### src/design/wcs_pkg.sv
package wcs_pkg;

  localparam logic [2:0] PH_PREWASH = 3'd0;
  localparam logic [2:0] PH_WASH    = 3'd1;
  localparam logic [2:0] PH_RINSE   = 3'd2;
  localparam logic [2:0] PH_SPIN    = 3'd3;
  localparam logic [2:0] PH_DONE    = 3'd4;

  localparam logic [2:0] ST_FILL   = 3'd0;
  localparam logic [2:0] ST_AGIT   = 3'd1;
  localparam logic [2:0] ST_DRAIN  = 3'd2;
  localparam logic [2:0] ST_SPIN   = 3'd3;
  localparam logic [2:0] ST_SETTLE = 3'd4;

  // drive bit positions
  localparam int DRV_VALVE = 0;
  localparam int DRV_PUMP  = 1;
  localparam int DRV_MOTOR = 2;
  localparam int DRV_AGIT  = 3;

  localparam int CFG_IDX_W  = 3;
  localparam int CFG_DATA_W = 16;

  localparam logic [CFG_IDX_W-1:0] REG_START_PREWASH = 3'd0;
  localparam logic [CFG_IDX_W-1:0] REG_AGITATE       = 3'd1;
  localparam logic [CFG_IDX_W-1:0] REG_SPIN_DELAY    = 3'd2;
  localparam logic [CFG_IDX_W-1:0] REG_SPIN          = 3'd3;
  localparam logic [CFG_IDX_W-1:0] REG_SETTLE        = 3'd4;

  typedef struct packed {
    logic        start_with_prewash;
    logic [15:0] agitate_ticks;
    logic [15:0] spin_delay_ticks;
    logic [15:0] spin_ticks;
    logic [15:0] settle_ticks;
  } cfg_t;

  typedef struct packed {
    logic action;
    logic level_reached;
    logic timer_tick;
  } item_t;

  typedef struct packed {
    logic [2:0] phase;
    logic [2:0] step;
    logic       entry_flag;
    logic [3:0] drive_levels;
  } seq_state_t;

  typedef struct packed {
    logic       water_valve;
    logic       drain_pump;
    logic       motor_cw;
    logic       agitate;
    logic [2:0] phase;
    logic [2:0] step;
    logic       done_res;
  } result_t;

endpackage

### src/design/wcs_cfg.sv
module wcs_cfg
  import wcs_pkg::*;
(
  input  logic                  clk,
  input  logic                  rst,
  input  logic                  cfg_valid,
  output logic                  cfg_ready,
  input  logic [CFG_IDX_W-1:0]  cfg_index,
  input  logic [CFG_DATA_W-1:0] cfg_data,
  output cfg_t                  cfg
);

  assign cfg_ready = 1'b1;

  always_ff @(posedge clk) begin
    if (rst) begin
      cfg.start_with_prewash <= 1'b1;
      cfg.agitate_ticks      <= 16'd15;
      cfg.spin_delay_ticks   <= 16'd15;
      cfg.spin_ticks         <= 16'd10;
      cfg.settle_ticks       <= 16'd30;
    end else if (cfg_valid) begin
      case (cfg_index)
        REG_START_PREWASH: cfg.start_with_prewash <= cfg_data[0];
        REG_AGITATE:       cfg.agitate_ticks      <= cfg_data;
        REG_SPIN_DELAY:    cfg.spin_delay_ticks   <= cfg_data;
        REG_SPIN:          cfg.spin_ticks         <= cfg_data;
        REG_SETTLE:        cfg.settle_ticks       <= cfg_data;
        default: begin
        end
      endcase
    end
  end

endmodule

### src/design/wcs_step.sv
module wcs_step
  import wcs_pkg::*;
#(
  parameter int TIMER_WIDTH = 16
) (
  input  cfg_t                   cfg,
  input  item_t                  item,
  input  seq_state_t             cur,
  input  logic [TIMER_WIDTH-1:0] timer,
  output seq_state_t             nxt,
  output logic [TIMER_WIDTH-1:0] timer_next,
  output result_t                res
);

  localparam logic [31:0] TIMER_MAX = 32'((64'd1 << TIMER_WIDTH) - 64'd1);

  function automatic logic [TIMER_WIDTH-1:0] sat_load(input logic [15:0] ticks);
    logic [31:0] wide;
    logic [31:0] lim;
    wide = 32'(ticks);
    lim  = (wide > TIMER_MAX) ? TIMER_MAX : wide;
    return lim[TIMER_WIDTH-1:0];
  endfunction

  logic [TIMER_WIDTH-1:0] timer_dec;
  logic                   expired;

  always_comb begin
    timer_dec = (item.timer_tick && (timer != '0)) ? timer - TIMER_WIDTH'(1) : timer;
    expired   = (timer_dec == '0);
  end

  always_comb begin
    nxt        = cur;
    timer_next = timer_dec;
    if (item.action) begin
      nxt.phase        = cfg.start_with_prewash ? PH_PREWASH : PH_WASH;
      nxt.step         = ST_FILL;
      nxt.entry_flag   = 1'b1;
      nxt.drive_levels = '0;
    end else if (cur.step == ST_FILL && cur.phase <= PH_RINSE) begin
      nxt.drive_levels[DRV_VALVE] = 1'b1;
      if (cur.entry_flag) begin
        nxt.entry_flag = 1'b0;
      end else if (item.level_reached) begin
        nxt.drive_levels[DRV_VALVE] = 1'b0;
        timer_next     = sat_load(cfg.agitate_ticks);
        nxt.step       = ST_AGIT;
        nxt.entry_flag = 1'b1;
      end
    end else if (cur.step == ST_AGIT && cur.phase <= PH_RINSE) begin
      if (cur.entry_flag) begin
        nxt.drive_levels[DRV_AGIT] = 1'b1;
        nxt.entry_flag = 1'b0;
      end else if (expired) begin
        nxt.drive_levels[DRV_AGIT] = 1'b0;
        if (cur.phase == PH_PREWASH) begin
          nxt.step       = ST_FILL;
          nxt.phase      = PH_WASH;
          nxt.entry_flag = 1'b1;
        end else begin
          nxt.step = ST_DRAIN;
        end
      end
    end else if (cur.step == ST_DRAIN && (cur.phase inside {PH_WASH, PH_RINSE})) begin
      nxt.drive_levels[DRV_PUMP] = 1'b1;
      if (cur.entry_flag) begin
        nxt.entry_flag = 1'b0;
      end else if (!item.level_reached) begin
        if (cur.phase == PH_WASH) begin
          timer_next = sat_load(cfg.spin_delay_ticks);
        end else begin
          nxt.phase = PH_SPIN;
        end
        nxt.step       = ST_SPIN;
        nxt.entry_flag = 1'b1;
      end
    end else if (cur.step == ST_SPIN && (cur.phase inside {PH_WASH, PH_SPIN})) begin
      nxt.drive_levels[DRV_PUMP] = 1'b1;
      if (cur.entry_flag) begin
        if (expired) begin
          nxt.drive_levels[DRV_MOTOR] = 1'b1;
          timer_next     = sat_load(cfg.spin_ticks);
          nxt.entry_flag = 1'b0;
        end
      end else begin
        nxt.drive_levels[DRV_MOTOR] = 1'b1;
        if (expired) begin
          nxt.drive_levels[DRV_MOTOR] = 1'b0;
          timer_next = sat_load(cfg.settle_ticks);
          nxt.step   = ST_SETTLE;
        end
      end
    end else if (cur.step == ST_SETTLE && (cur.phase inside {PH_WASH, PH_SPIN})) begin
      nxt.drive_levels[DRV_PUMP]  = 1'b1;
      nxt.drive_levels[DRV_MOTOR] = 1'b0;
      if (expired) begin
        nxt.drive_levels[DRV_PUMP] = 1'b0;
        if (cur.phase == PH_WASH) begin
          nxt.step       = ST_FILL;
          nxt.phase      = PH_RINSE;
          nxt.entry_flag = 1'b1;
        end else begin
          nxt.phase = PH_DONE;
        end
      end
    end
  end

  always_comb begin
    res.water_valve = nxt.drive_levels[DRV_VALVE];
    res.drain_pump  = nxt.drive_levels[DRV_PUMP];
    res.motor_cw    = nxt.drive_levels[DRV_MOTOR];
    res.agitate     = nxt.drive_levels[DRV_AGIT];
    res.phase       = nxt.phase;
    res.step        = nxt.step;
    res.done_res    = (nxt.phase == PH_DONE);
  end

endmodule

### src/design/washer_cycle_sequencer_unit.sv
// a request is captured in the input register, and the sequencer update then writes its
// result into the result register, from which it is taken
// throughput: one request per cycle unless stalled, set by the combinational sequencer update
// the input register stalls only when the result register is full and not taken
// reset: synchronous, clears both registers, sets phase done, step filling,
// timer expired, all drives off and the configuration to its defaults
module washer_cycle_sequencer_unit
  import wcs_pkg::*;
#(
  parameter int TIMER_WIDTH = 16
) (
  input  logic                  clk,
  input  logic                  rst,
  input  logic                  s_axis_tvalid,
  output logic                  s_axis_tready,
  input  logic [7:0]            s_axis_tdata,  // level_reached, timer_tick, zero pad
  input  logic                  s_axis_tuser,  // action
  output logic                  m_axis_tvalid,
  input  logic                  m_axis_tready,
  // water_valve, drain_pump, motor_cw, agitate, phase[3], step[3], done_res, zero pad
  output logic [15:0]           m_axis_tdata,
  input  logic                  cfg_valid,
  output logic                  cfg_ready,
  input  logic [CFG_IDX_W-1:0]  cfg_index,
  input  logic [CFG_DATA_W-1:0] cfg_data
);

  cfg_t                   cfg;
  logic                   in_valid;
  item_t                  in_item;
  seq_state_t             state;
  seq_state_t             state_next;
  logic [TIMER_WIDTH-1:0] timer;
  logic [TIMER_WIDTH-1:0] timer_next;
  result_t                res;
  result_t                out_res;
  logic                   out_valid;
  logic                   advance;

  wcs_cfg u_cfg (
    .clk       (clk),
    .rst       (rst),
    .cfg_valid (cfg_valid),
    .cfg_ready (cfg_ready),
    .cfg_index (cfg_index),
    .cfg_data  (cfg_data),
    .cfg       (cfg)
  );

  wcs_step #(
    .TIMER_WIDTH (TIMER_WIDTH)
  ) u_step (
    .cfg        (cfg),
    .item       (in_item),
    .cur        (state),
    .timer      (timer),
    .nxt        (state_next),
    .timer_next (timer_next),
    .res        (res)
  );

  assign advance       = in_valid && (!out_valid || m_axis_tready);
  assign s_axis_tready = !in_valid || advance;

  always_ff @(posedge clk) begin
    if (rst) begin
      in_valid <= 1'b0;
    end else if (s_axis_tready) begin
      in_valid <= s_axis_tvalid;
    end
  end

  always_ff @(posedge clk) begin
    if (s_axis_tready && s_axis_tvalid) begin
      in_item.action        <= s_axis_tuser;
      in_item.level_reached <= s_axis_tdata[0];
      in_item.timer_tick    <= s_axis_tdata[1];
    end
  end

  always_ff @(posedge clk) begin
    if (rst) begin
      state.phase        <= PH_DONE;
      state.step         <= ST_FILL;
      state.entry_flag   <= 1'b1;
      state.drive_levels <= '0;
      timer              <= '0;
    end else if (advance) begin
      state <= state_next;
      timer <= timer_next;
    end
  end

  always_ff @(posedge clk) begin
    if (rst) begin
      out_valid <= 1'b0;
    end else if (advance) begin
      out_valid <= 1'b1;
    end else if (m_axis_tready) begin
      out_valid <= 1'b0;
    end
  end

  always_ff @(posedge clk) begin
    if (advance) begin
      out_res <= res;
    end
  end

  assign m_axis_tvalid = out_valid;
  assign m_axis_tdata  = {5'd0, out_res.done_res, out_res.step, out_res.phase,
                          out_res.agitate, out_res.motor_cw, out_res.drain_pump,
                          out_res.water_valve};

endmodule

### config.mk
export PLATFORM = sky130hd
export DESIGN_NAME = washer_cycle_sequencer_unit
export DESIGN_NICKNAME = d
export VERILOG_FILES = /design/src/design/wcs_pkg.sv /design/src/design/wcs_cfg.sv /design/src/design/wcs_step.sv /design/src/design/washer_cycle_sequencer_unit.sv
export SDC_FILE = /design/constraint.sdc
export NUM_CORES = 1
export LEC_CHECK = 0
export BUFFER_PORTS_ARGS = -buffer_cell sky130_fd_sc_hd__buf_2
export CORE_ASPECT_RATIO = 0.75
export CORE_MARGIN = 8
export CORE_UTILIZATION = 50
export CTS_CLUSTER_SIZE = 24
export DETAILED_ROUTE_END_ITERATION = 16
export PLACE_DENSITY = 0.74
export SLEW_MARGIN = 20
export SYNTH_ARGS = -nofsm -noshare
export SYNTH_HDL_FRONTEND = slang
export SYNTH_HIERARCHICAL = 1
export SYNTH_SLANG_ARGS = --single-unit
### constraint.sdc
create_clock -name clk -period 3 [get_ports clk]
set_input_delay 0.3 -clock clk [delete_from_list [all_inputs] [get_ports clk]]
set_output_delay 0.3 -clock clk [all_outputs]
set_load 0.005 [all_outputs]
==> impl_metrics.toml <==
[synth]
synth_top_area_share_pct = 29.6
avgSynthCellArea_um2 = 9.12
synth_area_mm2 = 0.00637
synth.area.top_cells = "dfxtp_1, mux2i_1, nand2b_1, edfxtp_1, nor2_1"
synth.distinct_cells = 74
synth.most_common_cell = "nand2b_1"
synth_area_leader_cell = "dfxtp_1"
synth_edf_count = 14
synth_seq_cells = 108
ys_seq_area_share_pct = 36.2
synth_ff_type = "dfxtp_1"
async_reset_ff_share_pct = 0
netlist_top_cells_count = "nand2b_1, mux2i_1, dfxtp_1"
ys_warn_count = 6
syn_inst = 698

[clock_network]
cts_tree = "done"
max-clock-path-buffers = 2
postCtsHoldBufs = 0
cts.htree.levels = 3
clk_latency_ps = 360
root_buffer = "clkbuf_16"
clk_pin_slew_ps = 70
cts.sinks = 108
numCtsBuffers = 9

[placed_design]
place_hpwl_um = 12600
gp_congestion = 0.943
portBuffers = 39

[detailed_routing]
wl_per_cell_um = 19.1
ant_nets = 0
via_count = 5541
drc_errors = 0
viasPerCell = 5.89
wirelength_um = 18000
drtIter0Drc = 645
firstDrtPassIters = 5

[cells_and_area]
syn_to_final_growth_pct = 20.9
antenna_cells = 0
nFillCells = 1047
nNetsFinal = 804
utilization_pct = 62.3
drive_above_1_share_pct = 25.4

[timing]
hold_viol_final = 0
clock_skew_ps = 7.44
max-slew-margin-rel_pct = 40.2
drv_slew = 0
rsz0062_at_grt = "true"
worstMarginPinSlew_ps = 891
fmax_mhz = 300
period_share_pct = 111
timing.final.ws_setup_ps = -331
min_period_ps = 3330
tns_ps = -6390
setup-violations-final = 35

[status]
status = "finished with violations"
violations = "negative setup slack"

[power]
p_switching_w = 0.00463
switching_share_pct = 42.5
cellLeakagePower_nw = 3.25
clkPwrFrac_pct = 12.0
irDropWorstVdd_mv = 1.37
power_frac_seq_pct = 15.1
pwr-share-comb_pct = 73.0
power_density_mw_per_mm2 = 1410
p_int_w = 0.00627

[floorplanning]
die_y_um = 114
ios = 52
core_mm2 = 0.0123
start_util_pct = 51.6
rows = 35
die-area_mm2 = 0.0166
die_x_um = 146

[grt]
grt_pass1_vias = 5452
gr-usage-all-layers_pct = 21.4
grt_max_degree = 141
grt_pass1_wl_um = 28900
grt_overflow_total = 0
antenna_found_initial = 0

[worst_setup_path]
endpoint_kind = "flop"
path_max_fanout = 7
worstPathRequired_ps = 3290
path_class = "reg2reg"
arrival_ps = 3620
reg2reg_from = "timer[0]"
worst-r2r-setup-slack_ps = -330
startpoint = "timer[0]"
worst_setup_path_start_kind = "flop"

[flow_run]
drv_cap = 0

[min_path]
hp-class = "in2reg"
min_from = "s_axis_tdata[0]"
-- flip-flops by register name (all words and copies together) (netlist names) --
name and count:
timer 16, in_valid 1, state 11, m_axis_tdata 11, m_axis_tvalid 1, u_cfg/cfg 65, in_item 3
-- placed cells by master (no fill, tap or decap), drive strengths merged, types with 7 or more instances in the layout --
master / instances
mux2i: 108
o21ai: 19
inv: 7
edfxtp: 14
nor4: 8
nor2: 65
clkbuf: 9
buf: 118
or3: 12
nand2: 25
nand3: 8
nor3: 22
o22a: 7
dfxtp: 94
a21oi: 25
nand2b: 116
-- timing repair --
action,4_1_cts,5_1_grt
buffers inserted,9,5
resized for setup,33,33
hold endpoints to repair,0,0
endpoints found under the setup margin,35,36
pin swaps,25,18
cloned,1,0
-- power groups by stage --
stage,clock network (W),logic (W),registers (W)
6_report,0.00130,0.00795,0.00164
5_1_grt,0.00138,0.00838,0.00165
4_1_cts,0.00132,0.00704,0.00164
3_3_place_gp,0,0.00585,0.00167
3_5_place_dp,0,0.00594,0.00167
2_1_floorplan,0,0.00335,0.00169
-- routing by layer --
| layer | up-vias | routed length (um) | GRT usage [%] |
|---|---|---|---|
| met1 | 2641 | 8280 | 28.9 |
| li1 | 2607 | - | - |
| met5 | - | 0 | 0 |
| met4 | 0 | 359 | 7.39 |
| met3 | 36 | 1370 | 4.15 |
| met2 | 257 | 7990 | 33.5 |
-- worst paths after layout --
kind                 to  cells past startpoint
max            timer[9]                     15
min reg2reg    state[0]                      2
min          in_item[1]                      1
max reg2reg    timer[9]                     15
-- stage by stage --
step           worst slack [ps]  power [W]  cells  instance area (um^2)  hold WS, ps
3_5_place_dp               -384    0.00761    911                  6950          467
4_1_cts                    -272     0.0100    937                  7510          114
6_report                   -331     0.0109    941                  7700          122
5_1_grt                    -433     0.0114    941                  7700          107
2_1_floorplan              -297    0.00504    702                  6430          399
3_3_place_gp               -317    0.00752    911                  6950          457
-- cells by family (layout without fill, tap and decap cells) --
family	after synthesis	after routing	share of synthesized area, %
compound gates	105	105	11.5
xor+xnor	12	12	1.77
fa+ha+maj	1	1	0.197
buf+inv	68	140	6.49
flops	108	108	36.2
mux	108	108	17.0
other cells	2	6	0.118
simple gates	294	295	26.8
-- cell type report --
class / count / area [um^2] / share of cell area [%]
clock buffers: 9 / 225 / 2.93
repair buffers: 118 / 838 / 10.9
flip-flops and latches: 108 / 2310 / 30.0
well taps: 166 / 208 / 2.70
clock inverters: 7 / 98.8 / 1.28
inverters: 6 / 22.5 / 0.293
multi-input cells: 527 / 4000 / 51.9
-- worst max-delay path, stage by stage, from the launching register on --
cell and delay [ps]:
dfxtp_4 350, inv_2 60, ha_4 120, or4b_4 440, or4_4 520, a21oi_4 170, nand4b_1 170, nor4_4 310
buf_6 170, nand4_4 170, buf_4 200, buf_6 100, nor2_2 100, o221a_4 200, nand2b_4 60, mux2i_1 120
No activity file was read; power rests on OpenSTA's default activity.
